===== src/design/tcw_pkg.sv =====
// Shared types, constants and helper functions for the text console writer.
// Used by tcw_front, tcw_fifo, tcw_back and text_console_writer_unit.
`default_nettype none

package tcw_pkg;

  // Screen geometry and tab spacing (TAB_STOP is a power of two).
  localparam int COLUMNS  = 80;
  localparam int ROWS     = 25;
  localparam int TAB_STOP = 4;
  localparam int CELLS    = COLUMNS * ROWS;

  // Field widths of the request and result items.
  localparam int COL_W  = 7;
  localparam int ROW_W  = 5;
  localparam int CHAR_W = 8;
  localparam int ADDR_W = $clog2(CELLS);
  localparam int TCNT_W = $clog2(TAB_STOP + 1);

  // Stream widths.
  localparam int IN_DATA_W  = 24;
  localparam int IN_USER_W  = 2;
  localparam int OUT_DATA_W = 48;
  localparam int OUT_USER_W = 1;

  // Command queue between front and back.
  localparam int FIFO_DEPTH = 4;
  localparam int FIFO_PW    = $clog2(FIFO_DEPTH);

  localparam logic [CHAR_W-1:0] RESET_COLOR = 8'h07;

  // Operation codes carried in the input tuser.
  localparam logic [1:0] OP_PUT   = 2'd0;
  localparam logic [1:0] OP_READ  = 2'd1;
  localparam logic [1:0] OP_CLEAR = 2'd2;

  // Character codes with special handling.
  localparam logic [CHAR_W-1:0] CH_TAB   = 8'h09;
  localparam logic [CHAR_W-1:0] CH_NL    = 8'h0A;
  localparam logic [CHAR_W-1:0] CH_CR    = 8'h0D;
  localparam logic [CHAR_W-1:0] CH_SPACE = 8'h20;

  // Command classes produced by the front end.
  localparam logic [2:0] CL_CHAR  = 3'd0;
  localparam logic [2:0] CL_NL    = 3'd1;
  localparam logic [2:0] CL_CR    = 3'd2;
  localparam logic [2:0] CL_TAB   = 3'd3;
  localparam logic [2:0] CL_READ  = 3'd4;
  localparam logic [2:0] CL_CLEAR = 3'd5;
  localparam logic [2:0] CL_NOP   = 3'd6;

  // Classified command as it travels through the queue.
  typedef struct packed {
    logic [2:0]        cls;
    logic              put;
    logic [CHAR_W-1:0] ch;
    logic [COL_W-1:0]  col;
    logic [ROW_W-1:0]  row;
  } cmd_t;

  // Physical row of a logical row, given the row that is currently on top.
  function automatic logic [ROW_W-1:0] phys_row(input logic [ROW_W-1:0] row,
                                                input logic [ROW_W-1:0] top);
    logic [ROW_W:0] sum;
    sum = {1'b0, row} + {1'b0, top};
    if (sum >= (ROW_W+1)'(ROWS)) begin
      sum = sum - (ROW_W+1)'(ROWS);
    end
    return sum[ROW_W-1:0];
  endfunction

  // Linear cell index of a row and column.
  function automatic logic [ADDR_W-1:0] cell_addr(input logic [ROW_W-1:0] row,
                                                  input logic [COL_W-1:0] col);
    return ADDR_W'(row) * ADDR_W'(COLUMNS) + ADDR_W'(col);
  endfunction

endpackage

`default_nettype wire


===== src/design/tcw_front.sv =====
// Front end: accepts requests from the input stream and classifies them.
// Depends on tcw_pkg; feeds tcw_fifo.
`default_nettype none

module tcw_front (
  input  wire                              clk,
  input  wire                              rst_n,
  input  wire                              in_tvalid,
  output logic                             in_tready,
  // in_tdata, from bit 0 up: char_code[7:0], cell_col[14:8], cell_row[19:15], zero pad
  input  wire [tcw_pkg::IN_DATA_W-1:0]     in_tdata,
  // in_tuser: operation[1:0]
  input  wire [tcw_pkg::IN_USER_W-1:0]     in_tuser,
  input  wire                              init_busy,
  input  wire                              fifo_full,
  output logic                             push,
  output tcw_pkg::cmd_t                    push_data
);

  tcw_pkg::cmd_t hold_r, decoded;
  logic          hold_valid_r, hold_valid_nxt;
  logic          accept;

  // Classify the incoming request.
  always_comb begin
    decoded.ch  = in_tdata[7:0];
    decoded.col = in_tdata[14:8];
    decoded.row = in_tdata[19:15];
    decoded.put = 1'b0;
    unique case (in_tuser)
      tcw_pkg::OP_PUT: begin
        decoded.put = 1'b1;
        unique case (in_tdata[7:0])
          tcw_pkg::CH_NL:  decoded.cls = tcw_pkg::CL_NL;
          tcw_pkg::CH_CR:  decoded.cls = tcw_pkg::CL_CR;
          tcw_pkg::CH_TAB: decoded.cls = tcw_pkg::CL_TAB;
          default:         decoded.cls = tcw_pkg::CL_CHAR;
        endcase
      end
      tcw_pkg::OP_READ:  decoded.cls = tcw_pkg::CL_READ;
      tcw_pkg::OP_CLEAR: decoded.cls = tcw_pkg::CL_CLEAR;
      default:           decoded.cls = tcw_pkg::CL_NOP;
    endcase
  end

  // One holding stage in front of the queue.
  assign push      = hold_valid_r && !fifo_full;
  assign push_data = hold_r;
  assign in_tready = !init_busy && (!hold_valid_r || !fifo_full);
  assign accept    = in_tvalid && in_tready;

  always_comb begin
    hold_valid_nxt = hold_valid_r;
    if (accept) begin
      hold_valid_nxt = 1'b1;
    end else if (push) begin
      hold_valid_nxt = 1'b0;
    end
  end

  always_ff @(posedge clk) begin
    if (!rst_n) begin
      hold_valid_r <= 1'b0;
    end else begin
      hold_valid_r <= hold_valid_nxt;
    end
  end

  always_ff @(posedge clk) begin
    if (accept) begin
      hold_r <= decoded;
    end
  end

endmodule

`default_nettype wire


===== config.mk =====
export PLATFORM = sky130hd
export DESIGN_NAME = tcw_front
export DESIGN_NICKNAME = d
export VERILOG_FILES = /design/src/design/tcw_pkg.sv /design/src/design/tcw_front.sv
export SDC_FILE = /design/constraint.sdc
export NUM_CORES = 1
export LEC_CHECK = 0
export BUFFER_PORTS_ARGS = -buffer_cell sky130_fd_sc_hd__buf_2
export CORE_MARGIN = 1.5
export CORE_UTILIZATION = 40
export CTS_CLUSTER_DIAMETER = 120
export DETAILED_ROUTE_END_ITERATION = 12
export GPL_ROUTABILITY_DRIVEN = 0
export HOLD_SLACK_MARGIN = 0.12
export PLACE_DENSITY_LB_ADDON = 0.05
export SETUP_SLACK_MARGIN = 0.5
export SYNTH_ARGS = -nofsm -noshare
export SYNTH_HDL_FRONTEND = slang
export SYNTH_SLANG_ARGS = --single-unit

===== constraint.sdc =====
create_clock -name clk -period 1.8 [get_ports clk]
set_clock_uncertainty 0.1 [all_clocks]
set_input_delay 0.09 -clock clk [delete_from_list [all_inputs] [get_ports clk]]
set_output_delay 0.09 -clock clk [all_outputs]
set_load 0.01 [all_outputs]

Word level (Yosys, flattened, before mapping)
Index checks and enable logic that the tools add are counted.
{"block": "word_totals", "elab_cells": 25, "regBits": 25, "inputBits": 31}
{"block": "classes", "reduce_logical": 9, "n_eq_ne": 5, "muxes": 5}
{"op": "$eq 8x4->1 const B", "count": 3}
{"op": "$pmux 3 s3", "count": 1}
{"op": "$pmux 2 s3", "count": 1}
{"op": "$logic_and 1x1->1", "count": 3}
{"op": "$logic_not 1->1", "count": 3}
{"op": "$mux 1", "count": 3}
{"op": "$eq 2x1->1 const B", "count": 1}
{"op": "$eq 2x2->1 const B", "count": 1}
{"op": "$logic_not 2->1", "count": 1}
{"op": "$reduce_bool 2->1", "count": 1}
{"op": "$logic_or 1x1->1", "count": 1}

Depth between registers and ports, before layout
{"block": "logic_depth", "depth_word": 5, "depth_mapped": 5, "depth_no_buf": 5}

Worst setup path after synthesis
No wires, ideal clock.
{"block": "synth_timing", "kind": "reg-to-reg", "start": "register hold_valid_r", "end": "register hold_r, in the netlist push_data[0] (enable)", "path_stages_with_launch": 3, "path_buffers": 0, "synth_period_minus_slack_ps": 1701, "required_ps": 1317, "arrival_ps": 1219, "slack_ps": 99, "path_cell_list": "dfxtp_1 -> a21oi_1 -> and2_1"}
{"block": "synth_via", "elab_chain_cells": 4}
{"element": "from (decl)", "line": "tcw_front.sv:21", "rtl": "logic hold_valid_r, hold_valid_nxt;"}
{"element": "from (signal assigned)", "line": "tcw_front.sv:65", "rtl": "hold_valid_r <= hold_valid_nxt;"}
{"element": "$logic_not 1->1", "line": "tcw_front.sv:49", "rtl": "assign in_tready = !init_busy && (!hold_valid_r || !fifo_full);"}
{"element": "$logic_or 1x1->1", "line": "tcw_front.sv:49"}
{"element": "$logic_and 1x1->1", "line": "tcw_front.sv:49"}
{"element": "named net in_tready", "line": "tcw_front.sv:9", "rtl": "output logic in_tready,"}
{"element": "$logic_and 1x1->1", "line": "tcw_front.sv:50", "rtl": "assign accept = in_tvalid && in_tready;"}
{"element": "named net accept", "line": "tcw_front.sv:22", "rtl": "logic accept;"}
{"element": "to (signal assigned)", "line": "tcw_front.sv:71", "rtl": "hold_r <= decoded;"}
{"element": "to (decl)", "line": "tcw_front.sv:20", "rtl": "tcw_pkg::cmd_t hold_r, decoded;"}
The timed path passes the listed nets, and every way through them passes these cells.
A chain may end at the register's enable or synchronous reset.

==> summary.md <==
| Metric | Value |
|---|---|
| Hold_ws | `0.0772 ns` |
| Final wirelength | `1860 um` |
| Largest area contributor in the netlist | `edfxtp_1` |
| Post-synthesis cell area | `between 800 and 900 sq um` |
| Most common cell in the netlist | `edfxtp_1` |
| # clock sinks | `25` |
| Syn Inst Count | `43` |
| Clk buf depth | `2` |
| Hold Crit Depth | `3` |
| Die area | `approximately 2500 sq um` |
| Synth cell types | `16` |
| CP Launch Type | `primary input` |
| FF+latch count, synth | `25` |
| Fin. Hold Viols | `0` |
| Final setup viols | `0` |
| Logic pwr share | `about 14%` |
| Routed length per instance | `approximately 12 um` |
| GR Util All Layers | `around 16%` |
| GRT overflow | `0` |
| Core region area | `between 2000 and 2500 sq um` |
| Post-CTS Hold Buffers | `25` |
| Seq/Total Area, Yosys | `85.3%` |
| Vias per cell | `4.43` |
| Area grow syn2layout | `67.4%` |
| CTS tree | `done` |
| First drt pass iteration count | `4` |
| Vias in the first global route | `between 600 and 700` |
| Initial Util | `43.4%` |
| Setup repair bufs after CTS | `0` |
| Antenna cells | `0` |
| Synth top cells by count | `edfxtp_1, inv_1, ha_1` |
| Period utilization | `a little over two thirds` |
| Critical path class | `primary input to register` |
| Vias | `673` |
| Worst relative slew slack | `a little over four fifths` |
| Setup TNS | `0 ns` |
| # DRC | `0` |
| DRT antenna net count | `0` |
| Area contributors post-synth | `edfxtp_1, ha_1, dfxtp_1, inv_1, nor4b_2` |
| CTS Buf Count | `3` |
| Total power | `approximately 1.1 mW` |
| Syn_nets | `76` |
| P_leak | `~0.62 nW` |
| Synth Flop Type | `edfxtp_1` |
| Crit path DAT | `between 1 and 1.5 ns` |
| Status | `finished clean` |
| Non-Filler Instances | `roughly 150` |
| Flop pwr share | `63.9%` |
| Worst-margin pin slew | `0.227 ns` |
| Switching part of the total | `approximately a fifth` |
| Final Max Slew Viols | `0` |
| Placed insts | `between 100 and 150` |
| Buffers on Ports | `52` |
| RSZ-0062 raised after global routing | `no` |
| Crit. End Element | `register` |
| Die span in y | `49.6 um` |
| Number of synthesized flops with an enable pin | `24` |
| First-pass GRT wire length | `about 2900 um` |
| # IOs | `57` |
| Post-synth ARST share | `0%` |
| Net Sw Power | `around 220 uW` |
| Skew-Pair Late Insertion Delay | `~0.30 ns` |
| Die Wd | `between 40 and 50 um` |
| PwrDens | `about 730 nW/um^2` |
| Clock power frac | `22.4%` |
| Root Buffer Master | `clkbuf_4` |
| FMAX | `0.801 GHz` |
| H-tree Lvls | `1` |
| Initial DRC Count | `12` |
| Internal Pwr Total | `approximately 840 uW` |
| Yosys top cell area share | `between 80% and 90%` |
| Largest net degree at the start of global routing | `25` |
| IR drop worst, VDD | `0.504 mV` |
| Std-Cell Rows | `16` |
| Clk pin slew, worst setup/hold paths | `~0.12 ns` |
| Max Cap Viol | `0` |
| Worst Reg-to-Reg Cells | `2` |
| Post-DP HPWL | `1150 um` |
| Nets@finish | `about 160` |
| CP Max Fanout | `3` |
| Synth Warn # | `0` |
| Final min period | `roughly 1.2 ns` |
| Share of cells above drive strength 1 | `between 40% and 50%` |
| Final core area utilization | `between 70% and 80%` |
| Req. time, crit path | `1.86 ns` |
| Initial antenna violation count | `0` |
| Avg Cell Area, Syn | `slightly above 20 sq um` |
| Hold Crit Class | `primary input to register` |
## cell families after synthesis
kind of cell	Yosys count	share of synthesized area (%)
adders and majority gates	2	2.88
buffers and inverters	4	1.73
AOI/OAI and AO/OA	4	3.17
and+or+nand+nor	7	5.91
DFF	25	85.3
xor gates and xnor gates	1	1.01
## critical path, cell delays in order
cell and delay [ns]:
dlygate4sd3_1 0.54, buf_2 0.15, xnor2_1 0.11, or3_1 0.30, o22ai_1 0.11
## per-layer routing
layer  GRT usage (%)  wire length, um  up-vias
met5               0                0        -
met4            7.87               31        0
met3            4.55              123        4
met2            29.6              977       39
met1            16.6              724      301
li1                -                -      329
## placed cells by master (no fill, tap or decap)
cell type,instances
buf_2,52
dlygate4sd3_1,25
edfxtp_1,24
inv_1,4
clkbuf_4,3
and2_4,2
ha_1,2
a21oi_2,1
nor4b_2,1
nand3b_1,1
xnor2_1,1
or3_1,1
o22ai_1,1
o32ai_1,1
nor2b_1,1
nand2_1,1
nand2b_1,1
a21boi_0,1
clkbuf_1,1
dfxtp_1,1
## final timing paths
check | startpoint | endpoint | slack (ns)
min reg2reg | hold_valid_r$_SDFFE_PN0P_ | hold_valid_r$_SDFFE_PN0P_ | 0.43
max | in_tdata[1] | push_data[21]$_DFFE_PP_ | 0.55
min | in_tuser[1] | push_data[21]$_DFFE_PP_ | 0.08
max reg2reg | hold_valid_r$_SDFFE_PN0P_ | push_data[12]$_DFFE_PP_ | 0.63
## repair_timing
| item | in CTS | in global routing |
|---|---|---|
| gates resized for setup | 0 | 1 |
| endpoints found under the setup margin | 0 | 24 |
| endpoints found under the hold margin | 23 | 1 |
## power by group through the flow
stage	registers [mW]	logic [mW]	clock network (mW)
after global placement	0.686	0.0966	0
final	0.673	0.145	0.236
after detailed placement	0.687	0.0991	0
after floorplan	0.701	0.0254	0
after global routing	0.676	0.158	0.274
after CTS	0.674	0.141	0.241
## registers in the layout (all words and copies together), names as in the netlist
signal / count
push_data: 24
hold_valid_r: 1
## per-stage QoR
step           setup WS [ns]  area, sq um
6_report               0.551         1450
5_1_grt                0.505         1450
2_1_floorplan          0.559          875
4_1_cts                0.551         1450
3_3_place_gp           0.452         1170
3_5_place_dp           0.443         1170
## layout make-up
class / count / area (sq um)
flip-flops and latches: 25 / 741
fillers: 145 / 548
repair buffers: 77 / 510
multi-input cells: 15 / 128
well taps: 27 / 33.8
clock buffers: 4 / 26.3
inverters: 4 / 15.0
(Power assumes the default switching activity.)
