--- config.mk ---
export PLATFORM = sky130hd
export DESIGN_NAME = tcw_fifo
export DESIGN_NICKNAME = d
export VERILOG_FILES = /design/src/design/tcw_pkg.sv /design/src/design/tcw_fifo.sv
export SDC_FILE = /design/constraint.sdc
export NUM_CORES = 1
export LEC_CHECK = 0
export BUFFER_PORTS_ARGS = -buffer_cell sky130_fd_sc_hd__buf_4
export CORE_MARGIN = 5
export CORE_UTILIZATION = 50
export CTS_BUF_LIST = sky130_fd_sc_hd__clkbuf_4 sky130_fd_sc_hd__clkbuf_8 sky130_fd_sc_hd__clkbuf_16
export DETAILED_ROUTE_END_ITERATION = 8
export HOLD_SLACK_MARGIN = 0.03
export PLACE_DENSITY = 0.77
export SETUP_SLACK_MARGIN = 0.02
export SYNTH_ARGS = -nofsm -noshare
export SYNTH_HDL_FRONTEND = slang
export SYNTH_SLANG_ARGS = --single-unit
--- constraint.sdc ---
create_clock -name clk -period 2.9 [get_ports clk]
set_clock_uncertainty 0.2 [all_clocks]
set_input_delay 0.145 -clock clk [delete_from_list [all_inputs] [get_ports clk]]
set_output_delay 0.145 -clock clk [all_outputs]
set_load 0.005 [all_outputs]
--- src/design/tcw_pkg.sv ---
// Shared types, constants and helper functions for the text console writer.
// Used by tcw_front, tcw_fifo, tcw_back and text_console_writer_unit.
`default_nettype none

package tcw_pkg;

  // Screen geometry and tab spacing (TAB_STOP is a power of two).
  localparam int COLUMNS  = 80;
  localparam int ROWS     = 25;
  localparam int TAB_STOP = 4;
  localparam int CELLS    = COLUMNS * ROWS;

  // Field widths of the request and result items.
  localparam int COL_W  = 7;
  localparam int ROW_W  = 5;
  localparam int CHAR_W = 8;
  localparam int ADDR_W = $clog2(CELLS);
  localparam int TCNT_W = $clog2(TAB_STOP + 1);

  // Stream widths.
  localparam int IN_DATA_W  = 24;
  localparam int IN_USER_W  = 2;
  localparam int OUT_DATA_W = 48;
  localparam int OUT_USER_W = 1;

  // Command queue between front and back.
  localparam int FIFO_DEPTH = 4;
  localparam int FIFO_PW    = $clog2(FIFO_DEPTH);

  localparam logic [CHAR_W-1:0] RESET_COLOR = 8'h07;

  // Operation codes carried in the input tuser.
  localparam logic [1:0] OP_PUT   = 2'd0;
  localparam logic [1:0] OP_READ  = 2'd1;
  localparam logic [1:0] OP_CLEAR = 2'd2;

  // Character codes with special handling.
  localparam logic [CHAR_W-1:0] CH_TAB   = 8'h09;
  localparam logic [CHAR_W-1:0] CH_NL    = 8'h0A;
  localparam logic [CHAR_W-1:0] CH_CR    = 8'h0D;
  localparam logic [CHAR_W-1:0] CH_SPACE = 8'h20;

  // Command classes produced by the front end.
  localparam logic [2:0] CL_CHAR  = 3'd0;
  localparam logic [2:0] CL_NL    = 3'd1;
  localparam logic [2:0] CL_CR    = 3'd2;
  localparam logic [2:0] CL_TAB   = 3'd3;
  localparam logic [2:0] CL_READ  = 3'd4;
  localparam logic [2:0] CL_CLEAR = 3'd5;
  localparam logic [2:0] CL_NOP   = 3'd6;

  // Classified command as it travels through the queue.
  typedef struct packed {
    logic [2:0]        cls;
    logic              put;
    logic [CHAR_W-1:0] ch;
    logic [COL_W-1:0]  col;
    logic [ROW_W-1:0]  row;
  } cmd_t;

  // Physical row of a logical row, given the row that is currently on top.
  function automatic logic [ROW_W-1:0] phys_row(input logic [ROW_W-1:0] row,
                                                input logic [ROW_W-1:0] top);
    logic [ROW_W:0] sum;
    sum = {1'b0, row} + {1'b0, top};
    if (sum >= (ROW_W+1)'(ROWS)) begin
      sum = sum - (ROW_W+1)'(ROWS);
    end
    return sum[ROW_W-1:0];
  endfunction

  // Linear cell index of a row and column.
  function automatic logic [ADDR_W-1:0] cell_addr(input logic [ROW_W-1:0] row,
                                                  input logic [COL_W-1:0] col);
    return ADDR_W'(row) * ADDR_W'(COLUMNS) + ADDR_W'(col);
  endfunction

endpackage

`default_nettype wire

--- src/design/tcw_fifo.sv ---
// Short command queue that decouples the front end from the execution back end.
// Depends on tcw_pkg for the command type and queue depth.
`default_nettype none

module tcw_fifo (
  input  wire              clk,
  input  wire              rst_n,
  input  wire              push,
  input  tcw_pkg::cmd_t    push_data,
  output logic             full,
  input  wire              pop,
  output tcw_pkg::cmd_t    pop_data,
  output logic             empty
);

  tcw_pkg::cmd_t                  entry_r [tcw_pkg::FIFO_DEPTH];
  logic [tcw_pkg::FIFO_PW-1:0]    wr_ptr_r, wr_ptr_nxt;
  logic [tcw_pkg::FIFO_PW-1:0]    rd_ptr_r, rd_ptr_nxt;
  logic [tcw_pkg::FIFO_PW:0]      count_r, count_nxt;

  assign full     = (count_r == (tcw_pkg::FIFO_PW+1)'(tcw_pkg::FIFO_DEPTH));
  assign empty    = (count_r == '0);
  assign pop_data = entry_r[rd_ptr_r];

  // Pointer and occupancy update.
  always_comb begin
    wr_ptr_nxt = wr_ptr_r;
    rd_ptr_nxt = rd_ptr_r;
    count_nxt  = count_r;
    if (push) begin
      wr_ptr_nxt = wr_ptr_r + 1'b1;
    end
    if (pop) begin
      rd_ptr_nxt = rd_ptr_r + 1'b1;
    end
    if (push && !pop) begin
      count_nxt = count_r + 1'b1;
    end else if (!push && pop) begin
      count_nxt = count_r - 1'b1;
    end
  end

  always_ff @(posedge clk) begin
    if (!rst_n) begin
      wr_ptr_r <= '0;
      rd_ptr_r <= '0;
      count_r  <= '0;
    end else begin
      wr_ptr_r <= wr_ptr_nxt;
      rd_ptr_r <= rd_ptr_nxt;
      count_r  <= count_nxt;
    end
  end

  // Queue storage.
  always_ff @(posedge clk) begin
    if (push) begin
      entry_r[wr_ptr_r] <= push_data;
    end
  end

endmodule

`default_nettype wire

Word level (Yosys, flattened, before mapping)
Memory sizes are Yosys's and may differ from the RTL's. A register that Yosys moved wholly into a read port is not among the register bits.
Index checks and enable logic that the tools add are counted.
{"block": "totals", "latch_bits": 0, "n_memories": 1, "wordCells": 21, "register_bits": 7, "rom_bits": 0, "ramBits": 96, "input_bits": 28, "out_inout_bits": 26}
{"block": "op_classes", "shifts": 0, "n_div": 0, "n_reduce_logical": 6, "n_lt_le_gt_ge": 0, "n_addsub": 4, "n_bitwise": 0, "n_eq_ne": 1, "mul": 0, "mux": 6}
{"memory": "entry_r", "words": 4, "word_bits": 24, "read_ports": 1, "rd_ports_with_merged_regs": 1, "wr": 1, "line_no": "tcw_fifo.sv:16", "source": "tcw_pkg::cmd_t entry_r [tcw_pkg::FIFO_DEPTH];"}
{"operator": "$mux 3", "n": 2}
{"operator": "$add 2x1->2 const B", "n": 2}
{"operator": "$mux 2", "n": 2}
{"operator": "$add 3x1->3 const B", "n": 1}
{"operator": "$eq 3x3->1 const B", "n": 1}
{"operator": "$logic_not 3->1", "n": 1}
{"operator": "$sub 3x1->3 const B", "n": 1}
{"operator": "$logic_and 1x1->1", "n": 2}
{"operator": "$logic_not 1->1", "n": 2}
{"operator": "$mux 1", "n": 2}
{"operator": "$reduce_bool 2->1", "n": 1}

Logic depth before layout (Yosys ltp)
Gate-level depths: netlist of the first run.
{"block": "depth", "ltp_word": 4, "depth_mapped": 7, "depth_no_buf": 7}

Least setup slack after synthesis of the first run
OpenSTA, ideal clock, no wires.
{"block": "synth_timing", "path_type": "register to register", "from": "reg wr_ptr_r[0] in the netlist's numbering", "to": "mem entry_r[2][0] in the netlist's numbering, enable pin", "arrival_time_ps": 1151, "slack_ps": 1166, "path_buffers": 0, "setup_time_ps": 383, "required_ps": 2317, "path_stages_with_launch": 4, "cell_sequence": "dfxtp_1 inv_1 ha_1 and2_1"}
{"element": "start, declared", "line_no": "tcw_fifo.sv:17", "source": "logic [tcw_pkg::FIFO_PW-1:0] wr_ptr_r, wr_ptr_nxt;"}
{"element": "start signal, assigned", "line_no": "tcw_fifo.sv:49", "source": "wr_ptr_r <= wr_ptr_nxt;"}
{"element": "end, declared", "line_no": "tcw_fifo.sv:16"}
Straight into the memory's write port.

==> impl_metrics.env, run 1 <==
export IMPL_avgSynthCellArea_um2=23.4
export IMPL_grt_pass1_vias=1988
export IMPL_drtIter0Drc=100
export IMPL_vias=1880
export IMPL_ant_nets=0
export IMPL_drt_wl_total_mm=6.33
export IMPL_overflow=0
export IMPL_critPathMaxFanout=16
export IMPL_grt_pass1_wl_mm=10.5
export IMPL_hpwl_mm=4.01
export IMPL_cts_setup_buffers=0
export IMPL_die_area_um2=9780
export IMPL_instances_no_fill=369
export IMPL_clkSlewWorstSetupHoldPaths_ns=0.10
export IMPL_power_leakage_uw=0.00174
export IMPL_final_cell_mix="96 x edfxtp_1, 60 x buf_4, 28 x dlygate4sd3_1"
export IMPL_post_route_period_util_pct=79.7
export IMPL_die_h_um=98.9
export IMPL_cts_max_level=3
export IMPL_num_io_pins=54
export IMPL_ys_ff_latch=105
export IMPL_remaining_drc_errors=0
export IMPL_grt_antenna_before_repair=0
export IMPL_cts_buffer_depth=2
export IMPL_fmaxAchievable_mhz=433
export IMPL_ctsRootBufferMaster="clkbuf_8"
export IMPL_grt_max_degree=25
export IMPL_setup_tns_ns=0
export IMPL_startpoint_type="flop"
export IMPL_hold_path_class="flop to flop"
export IMPL_syn_area_um2=3950
export IMPL_drv_cap=0
export IMPL_rr_startpoint="count_r[0]"
export IMPL_antenna_cells=0
export IMPL_synthDistinctLibCells=22
export IMPL_ys_warn_count=0
export IMPL_synth_net_count=203
export IMPL_cts_tree="done"
export IMPL_gr_usage_all_layers_pct=14.1
export IMPL_synthTopCellsByArea="edfxtp_1 73%, mux4_2 11%, dfxtp_1 4.6%"
export IMPL_rsz0062_at_grt="false"
export IMPL_firstDrtPassIters=5
export IMPL_yosysTopAreaCell="edfxtp_1"
export IMPL_cp_arrival_ns=1.97
export IMPL_final_max_slew_violation_count=0
export IMPL_rows=32
export IMPL_area_growth_syn_to_layout_pct=25.0
export IMPL_numPortBuffers=53
export IMPL_synthCells=169
export IMPL_powerDensity_nw_per_um2=607
export IMPL_numCtsBuffers=9
export IMPL_tightest_slew_ns=0.524
export IMPL_dp_slack_ns=0.915
export IMPL_max_slew_margin_pct=65.0
export IMPL_synth_top_cell_area_share_pct=73.0
export IMPL_finalSetupViolations=0
export IMPL_hold_viol=0
export IMPL_yosysSeqAreaShare_pct=77.6
export IMPL_place_congestion=0.730
export IMPL_core_area_um2=7730
export IMPL_dp_cells=325
export IMPL_peakVddDrop_v=0.000399
export IMPL_critPathKind="flop to output port"
export IMPL_hp_start="count_r[2]"
export IMPL_fin_nets=296
export IMPL_required_ns=2.56
export IMPL_wl_per_cell_um=17.2
export IMPL_fin_crit_ns=2.31
export IMPL_final_common_cell="edfxtp_1"
export IMPL_cts_sinks=105
export IMPL_die_x_um=98.9
export IMPL_design_power_total_uw=2990
export IMPL_initial_core_util_pct=51.1
export IMPL_status="finished clean"
export IMPL_layout_setup_ws_ns=0.588
export IMPL_drive_gt1_share_pct=36.3
export IMPL_clk_insertion_delay_late_ns=0.36
export IMPL_vias_per_cell=5.09
export IMPL_critPathCaptureType="output port"
[synth_stat cells]
master / instances
a21boi_0: 1
and2_1: 9
buf_12: 2
buf_2: 2
buf_6: 1
clkbuf_1: 1
dfxtp_1: 9
edfxtp_1: 96
fa_1: 1
ha_1: 5
inv_1: 4
mux2i_1: 2
mux4_1: 4
mux4_2: 20
nand2_1: 1
nor2b_1: 2
nor3_1: 1
nor3b_1: 1
o21ai_0: 1
or3_1: 1
xnor2_1: 2
xor2_1: 3
[layer usage]
layer	up-vias	global-route usage (%)	wire, um
li1	877	-	-
met1	947	18.7	2620
met2	43	22.6	3330
met3	13	2.05	233
met4	0	7.56	142
met5	-	0	0
[power breakdown]
group	switching (uW)	leakage, uW	internal (uW)
clock network	514	0.0000962	338
registers	37.2	0.000956	1730
logic	146	0.000684	225
[critical path, cell delays in order, from the launching register on]
cell     delay (ns)
dfxtp_2        0.67
buf_4          0.27
mux4_2         0.51
buf_4          0.15
[state kept, by name, summed over array words and instances, names as in the netlist, named ones only]
| signal | cells |
|---|---|
| entry_r | 96 |
| wr_ptr_r | 2 |
| rd_ptr_r | 2 |
| count_r | 3 |
[kinds of logic after synthesis]
logic type | after synthesis | share of synthesized area [%]
compound gates | 2 | 0.317
xor+xnor | 5 | 1.11
fa+ha+maj | 6 | 2.09
mux | 26 | 14.6
flops | 105 | 77.6
buf+inv | 10 | 2.03
simple gates | 15 | 2.31
[worst paths after layout]
check | to | cells past startpoint | slack [ns]
worst max register to register | count_r[2] | 4 | 1.19
worst max-delay path | pop_data[18] | 3 | 0.59
worst min-delay path | count_r[2] | 2 | 0.31
worst min register to register | count_r[2] | 2 | 0.31
[metrics by stage]
step	hold WS (ns)	instance area [um^2]	util, %
6_report	0.314	4930	63.9
3_5_place_dp	0.150	4460	57.8
4_1_cts	0.303	4930	63.9
5_1_grt	0.318	4930	63.9
3_3_place_gp	0.148	4460	57.8
2_1_floorplan	0.0439	3950	-
[what timing repair did]
action                                 CTS  global route
endpoints found under the hold margin  105             0
gates resized for setup                  0             0
hold buffers                            28             0
[final cells by class]
type                    instances  area [um^2]
clock buffers                   9          124
clock inverters                 7         67.6
fillers                       525         2790
inverters                       4         15.0
multi-input cells              54          806
flip-flops and latches        105         3060
well taps                     102          128
repair buffers                 88          731
Note: power is estimated with default switching activity, not from simulation.
==> run 2: changes to the inputs <==
--- a/config.mk
+++ b/config.mk
@@ -11,7 +11,7 @@
 export CTS_BUF_LIST = sky130_fd_sc_hd__clkbuf_4 sky130_fd_sc_hd__clkbuf_8 sky130_fd_sc_hd__clkbuf_16
 export DETAILED_ROUTE_END_ITERATION = 8
 export HOLD_SLACK_MARGIN = 0.03
-export PLACE_DENSITY = 0.77
+export PLACE_DENSITY = 0.8
 export SETUP_SLACK_MARGIN = 0.02
 export SYNTH_ARGS = -nofsm -noshare
 export SYNTH_HDL_FRONTEND = slang
==> constraint.sdc (replaced) <==
create_clock -name clk -period 2.1 [get_ports clk]
set_clock_uncertainty 0.2 [all_clocks]
set_input_delay 0.105 -clock clk [delete_from_list [all_inputs] [get_ports clk]]
set_output_delay 0.105 -clock clk [all_outputs]
set_load 0.005 [all_outputs]
==> impl_metrics.env, run 2 (same netlist as run 1, synthesis figures left out) <==
export IMPL_final_common_cell="edfxtp_1"
export IMPL_peakVddDrop_v=0.000522
export IMPL_largest_register="entry_r"
export IMPL_clk_insertion_delay_late_ns=0.36
export IMPL_hold_path_class="primary input to flop"
export IMPL_drtIter0Drc=64
export IMPL_area_growth_syn_to_layout_pct=26.5
export IMPL_gr_usage_all_layers_pct=15.0
export IMPL_drt_wl_total_mm=6.79
export IMPL_clkSlewWorstSetupHoldPaths_ns=0.09
export IMPL_antenna_cells=0
export IMPL_cts_max_level=3
export IMPL_wl_per_cell_um=18.2
export IMPL_post_route_period_util_pct=94.1
export IMPL_status="finished clean"
export IMPL_grt_max_degree=25
export IMPL_max_stage_delay_ns=0.58
export IMPL_dp_cells=328
export IMPL_num_io_pins=54
export IMPL_cp_slowest_cell="mux4_1"
export IMPL_ctsRootBufferMaster="clkbuf_8"
export IMPL_final_max_slew_violation_count=0
export IMPL_vias_per_cell=5.07
export IMPL_max_slew_margin_pct=75.1
export IMPL_fin_nets=300
export IMPL_critPathMaxFanout=11
export IMPL_cp_arrival_ns=1.67
export IMPL_layout_setup_ws_ns=0.124
export IMPL_hpwl_mm=4.23
export IMPL_initial_core_util_pct=51.1
export IMPL_finalSetupViolations=0
export IMPL_cts_tree="done"
export IMPL_cts_sinks=105
export IMPL_required_ns=1.79
export IMPL_critical_path_buf_inv_count=2
export IMPL_die_h_um=98.9
export IMPL_critPathCaptureType="output port"
export IMPL_drv_cap=0
export IMPL_place_congestion=0.669
export IMPL_critPathKind="flop to output port"
export IMPL_firstDrtPassIters=5
export IMPL_largest_reg_flops=96
export IMPL_cts_buffer_depth=2
export IMPL_vias=1892
export IMPL_holdWs_ns=0.282
export IMPL_rsz0062_at_grt="false"
export IMPL_drive_gt1_share_pct=36.2
export IMPL_core_area_um2=7730
export IMPL_ant_nets=0
export IMPL_grt_pass1_wl_mm=11.2
export IMPL_power_leakage_uw=0.00176
export IMPL_fmaxAchievable_mhz=506
export IMPL_powerDensity_nw_per_um2=832
export IMPL_numPortBuffers=53
export IMPL_tightest_slew_ns=0.374
export IMPL_grt_antenna_before_repair=0
export IMPL_top_regs="entry_r: 96 flops, count_r: 3 flops"
export IMPL_grt_pass1_vias=2084
export IMPL_design_area_um2=4990
export IMPL_crit_path_cell_trace="buf_12 > mux4_1 > buf_4"
export IMPL_fin_crit_ns=1.98
export IMPL_die_area_um2=9780
export IMPL_die_x_um=98.9
export IMPL_instances_no_fill=373
export IMPL_final_cell_mix="96 x edfxtp_1, 62 x buf_4, 28 x dlygate4sd3_1"
export IMPL_dpl_instance_area_um2=4500
export IMPL_remaining_drc_errors=0
export IMPL_numCtsBuffers=9
export IMPL_critPathTopFamily="multiplexers"
export IMPL_setup_tns_ns=0
export IMPL_dp_slack_ns=0.267
export IMPL_startpoint_type="flop"
export IMPL_rows=32
export IMPL_hold_viol=0
export IMPL_overflow=0
[run 2: path summary, 6_finish.rpt]
path	cells after the start	from	slack [ns]	end
worst min register to register	2	count_r[2]	0.34	count_r[2]
worst min-delay path	2	push_data[18]	0.28	entry_r[1][18]
worst max-delay path	3	flop	0.12	pop_data[23]
worst max register to register	4	count_r[0]	0.39	count_r[2]
[run 2: report_power, final]
part	internal [uW]	switching, uW	total (uW)	leakage [uW]
registers	2390	42.2	2430	0.000957
logic	330	228	558	0.000715
clock network	537	624	1160	0.0000894
total	3260	894	4150	0.00176
[run 2: metal layers]
| layer | vias up | routed length (um) | GRT usage, % |
|---|---|---|---|
| li1 | 876 | - | - |
| met4 | 0 | 93 | 5.04 |
| met3 | 9 | 385 | 4.67 |
| met1 | 952 | 2880 | 19.5 |
| met5 | - | 0 | 0 |
| met2 | 55 | 3440 | 24.3 |
[run 2: final cells by class]
| cell class | instances | area, um^2 |
|---|---|---|
| clock buffers | 9 | 124 |
| flip-flops and latches | 105 | 3070 |
| fillers | 502 | 2730 |
| well taps | 102 | 128 |
| repair buffers | 92 | 791 |
| inverters | 4 | 15.0 |
| clock inverters | 7 | 61.3 |
| multi-input cells | 54 | 810 |
[run 2: per-stage QoR]
step | utilization, % | total power (uW)
floorplan | - | 2740
global placement | 58.2 | 2980
detailed placement | 58.2 | 3000
CTS | 64.3 | 4200
global route | 64.6 | 4350
finish | 64.6 | 4150
[run 2: what timing repair did]
action / in CTS / in global routing
endpoints found under the hold margin: 105 / 0
buffers inserted: 0 / 0
hold buffers: 28 / 0
setup endpoints to repair: 1 / 2
resized for setup: 1 / 2
gates cloned: 0 / 1
[run 2: worst register-to-register path, stage by stage (launching register included)]
cell	delay, ns
dfxtp_1	0.37
fa_1	0.44
xor2_1	0.18
or3_1	0.33
a21boi_2	0.14
==> run 3: changes to the inputs <==
--- a/config.mk
+++ b/config.mk
@@ -7,11 +7,11 @@
 export LEC_CHECK = 0
 export BUFFER_PORTS_ARGS = -buffer_cell sky130_fd_sc_hd__buf_4
 export CORE_MARGIN = 5
-export CORE_UTILIZATION = 50
+export CORE_UTILIZATION = 25
 export CTS_BUF_LIST = sky130_fd_sc_hd__clkbuf_4 sky130_fd_sc_hd__clkbuf_8 sky130_fd_sc_hd__clkbuf_16
 export DETAILED_ROUTE_END_ITERATION = 8
 export HOLD_SLACK_MARGIN = 0.03
-export PLACE_DENSITY = 0.8
+export PLACE_DENSITY = 0.49
 export SETUP_SLACK_MARGIN = 0.02
 export SYNTH_ARGS = -nofsm -noshare
 export SYNTH_HDL_FRONTEND = slang
==> impl_metrics.env, run 3 (same netlist as run 1, synthesis figures left out) <==
export IMPL_status="finished clean"
export IMPL_numPortBuffers=53
export IMPL_drt_wl_total_mm=7.27
export IMPL_cp_arrival_ns=1.67
export IMPL_overflow=0
export IMPL_max_stage_delay_ns=0.60
export IMPL_drv_cap=0
export IMPL_p_sw_uw=1020
export IMPL_max_slew_margin_pct=54.3
export IMPL_power_leakage_uw=0.00178
export IMPL_setup_tns_ns=0
export IMPL_cp_slowest_cell="mux4_1"
export IMPL_dp_slack_ns=0.317
export IMPL_critPathCaptureType="output port"
export IMPL_finalSetupViolations=0
export IMPL_die_h_um=136
export IMPL_clk_insertion_delay_late_ns=0.34
export IMPL_fin_crit_ns=1.97
export IMPL_clkSlewWorstSetupHoldPaths_ns=0.07
export IMPL_layout_setup_ws_ns=0.126
export IMPL_area_growth_syn_to_layout_pct=31.9
export IMPL_critical_path_buf_inv_count=2
export IMPL_largest_reg_flops=96
export IMPL_cts_tree="done"
export IMPL_vias=1857
export IMPL_final_max_slew_violation_count=0
export IMPL_post_route_period_util_pct=94.0
export IMPL_peakVddDrop_v=0.000378
export IMPL_required_ns=1.79
export IMPL_remaining_drc_errors=0
export IMPL_cts_sinks=105
export IMPL_critPathMaxFanout=24
export IMPL_power_frac_clock_pct=34.5
export IMPL_startpoint_type="flop"
export IMPL_vias_per_cell=3.86
export IMPL_tightest_slew_ns=0.685
export IMPL_grt_pass1_vias=2086
export IMPL_top_regs="entry_r: 96 flops, count_r: 3 flops"
export IMPL_p_comb_share_pct=12.3
export IMPL_initial_core_util_pct=25.1
export IMPL_final_common_cell="edfxtp_1"
export IMPL_critPathTopFamily="multiplexers"
export IMPL_seq_power_share_pct=53.2
export IMPL_p_int_uw=3550
export IMPL_final_cell_mix="96 x edfxtp_1, 54 x buf_4, 28 x dlygate4sd3_1"
export IMPL_place_congestion=0.658
export IMPL_critPathKind="flop to output port"
export IMPL_fin_nets=294
export IMPL_drive_gt1_share_pct=35.8
export IMPL_powerDensity_nw_per_um2=877
export IMPL_wl_per_cell_um=15.1
export IMPL_drtIter0Drc=58
export IMPL_die_x_um=136
export IMPL_gr_usage_all_layers_pct=8.45
export IMPL_rows=46
export IMPL_firstDrtPassIters=3
export IMPL_antenna_cells=0
export IMPL_p_sw_share_pct=22.4
export IMPL_core_area_um2=15700
export IMPL_largest_register="entry_r"
export IMPL_ant_nets=0
export IMPL_die_area_um2=18400
export IMPL_crit_path_cell_trace="buf_12 > mux4_1 > buf_4"
export IMPL_fmaxAchievable_mhz=507
export IMPL_cts_buffer_depth=2
export IMPL_grt_antenna_before_repair=0
export IMPL_hold_viol=0
export IMPL_ctsRootBufferMaster="clkbuf_16"
export IMPL_num_fill_cells=1503
export IMPL_num_io_pins=54
export IMPL_numCtsBuffers=9
export IMPL_rsz0062_at_grt="false"
export IMPL_cts_max_level=3
export IMPL_grt_pass1_wl_mm=11.3
export IMPL_grt_max_degree=25
export IMPL_hold_path_class="primary input to flop"
[run 3: cell count changes in the layout (fill, tap and decap cells not counted), moves of 2 or more]
cell / change
clkbuf_16: +8
clkinv_1: -3
inv_8: +2
buf_4: -8
clkbuf_8: -9
buf_12: +3
inv_6: +2
[run 3: layout make-up]
class / instances / area (um^2) / area share (%)
clock inverter: 7 / 60.1 / 1.15
inverter: 4 / 15.0 / 0.288
clock buffer: 9 / 225 / 4.32
sequential: 105 / 3060 / 58.8
multi-input combinational: 54 / 807 / 15.5
tap: 216 / 270 / 5.19
timing repair buffer: 86 / 766 / 14.7
[run 3: per-layer routing]
| layer | track usage, % | part of all wire (%) |
|---|---|---|
| met2 | 13.9 | 50 |
| met5 | 0 | 0 |
| met4 | 2.18 | 1.0 |
| met3 | 4.46 | 7.3 |
| met1 | 9.74 | 42 |
[run 3: per-stage QoR]
stage / hold WS [ns] / std cells / total power [uW] / instance area (um^2) / util (%)
floorplan: 0.00387 / 169 / 2740 / 3950 / -
global placement: 0.109 / 437 / 3010 / 4640 / 29.5
detailed placement: 0.110 / 437 / 3020 / 4640 / 29.5
CTS: 0.283 / 481 / 4660 / 5210 / 33.1
global route: 0.282 / 481 / 4800 / 5210 / 33.1
finish: 0.301 / 481 / 4570 / 5210 / 33.1
[run 3: what timing repair did]
action,CTS,global route
setup buffers,0,0
endpoints found under the hold margin,105,0
hold buffers,28,0
setup endpoints to repair,0,1
gates resized for setup,0,1
[run 3: path summary, 6_finish.rpt]
kind	from	slack (ns)	endpoint	cells after the start
min	push_data[2]	0.30	entry_r[1][2]	2
min reg2reg	count_r[2]	0.31	count_r[2]	2
max	flop	0.13	pop_data[19]	3
max reg2reg	wr_ptr_r[0]	0.37	entry_r[2][8]	3
[run 3: power groups by stage]
| stage | Combinational (uW) | Clock (uW) | Sequential (uW) |
|---|---|---|---|
| after floorplan | 273 | 0 | 2470 |
| after detailed placement | 538 | 0 | 2480 |
| after CTS | 583 | 1640 | 2430 |
| after global routing | 615 | 1740 | 2440 |
| final | 559 | 1580 | 2430 |
| after global placement | 532 | 0 | 2470 |
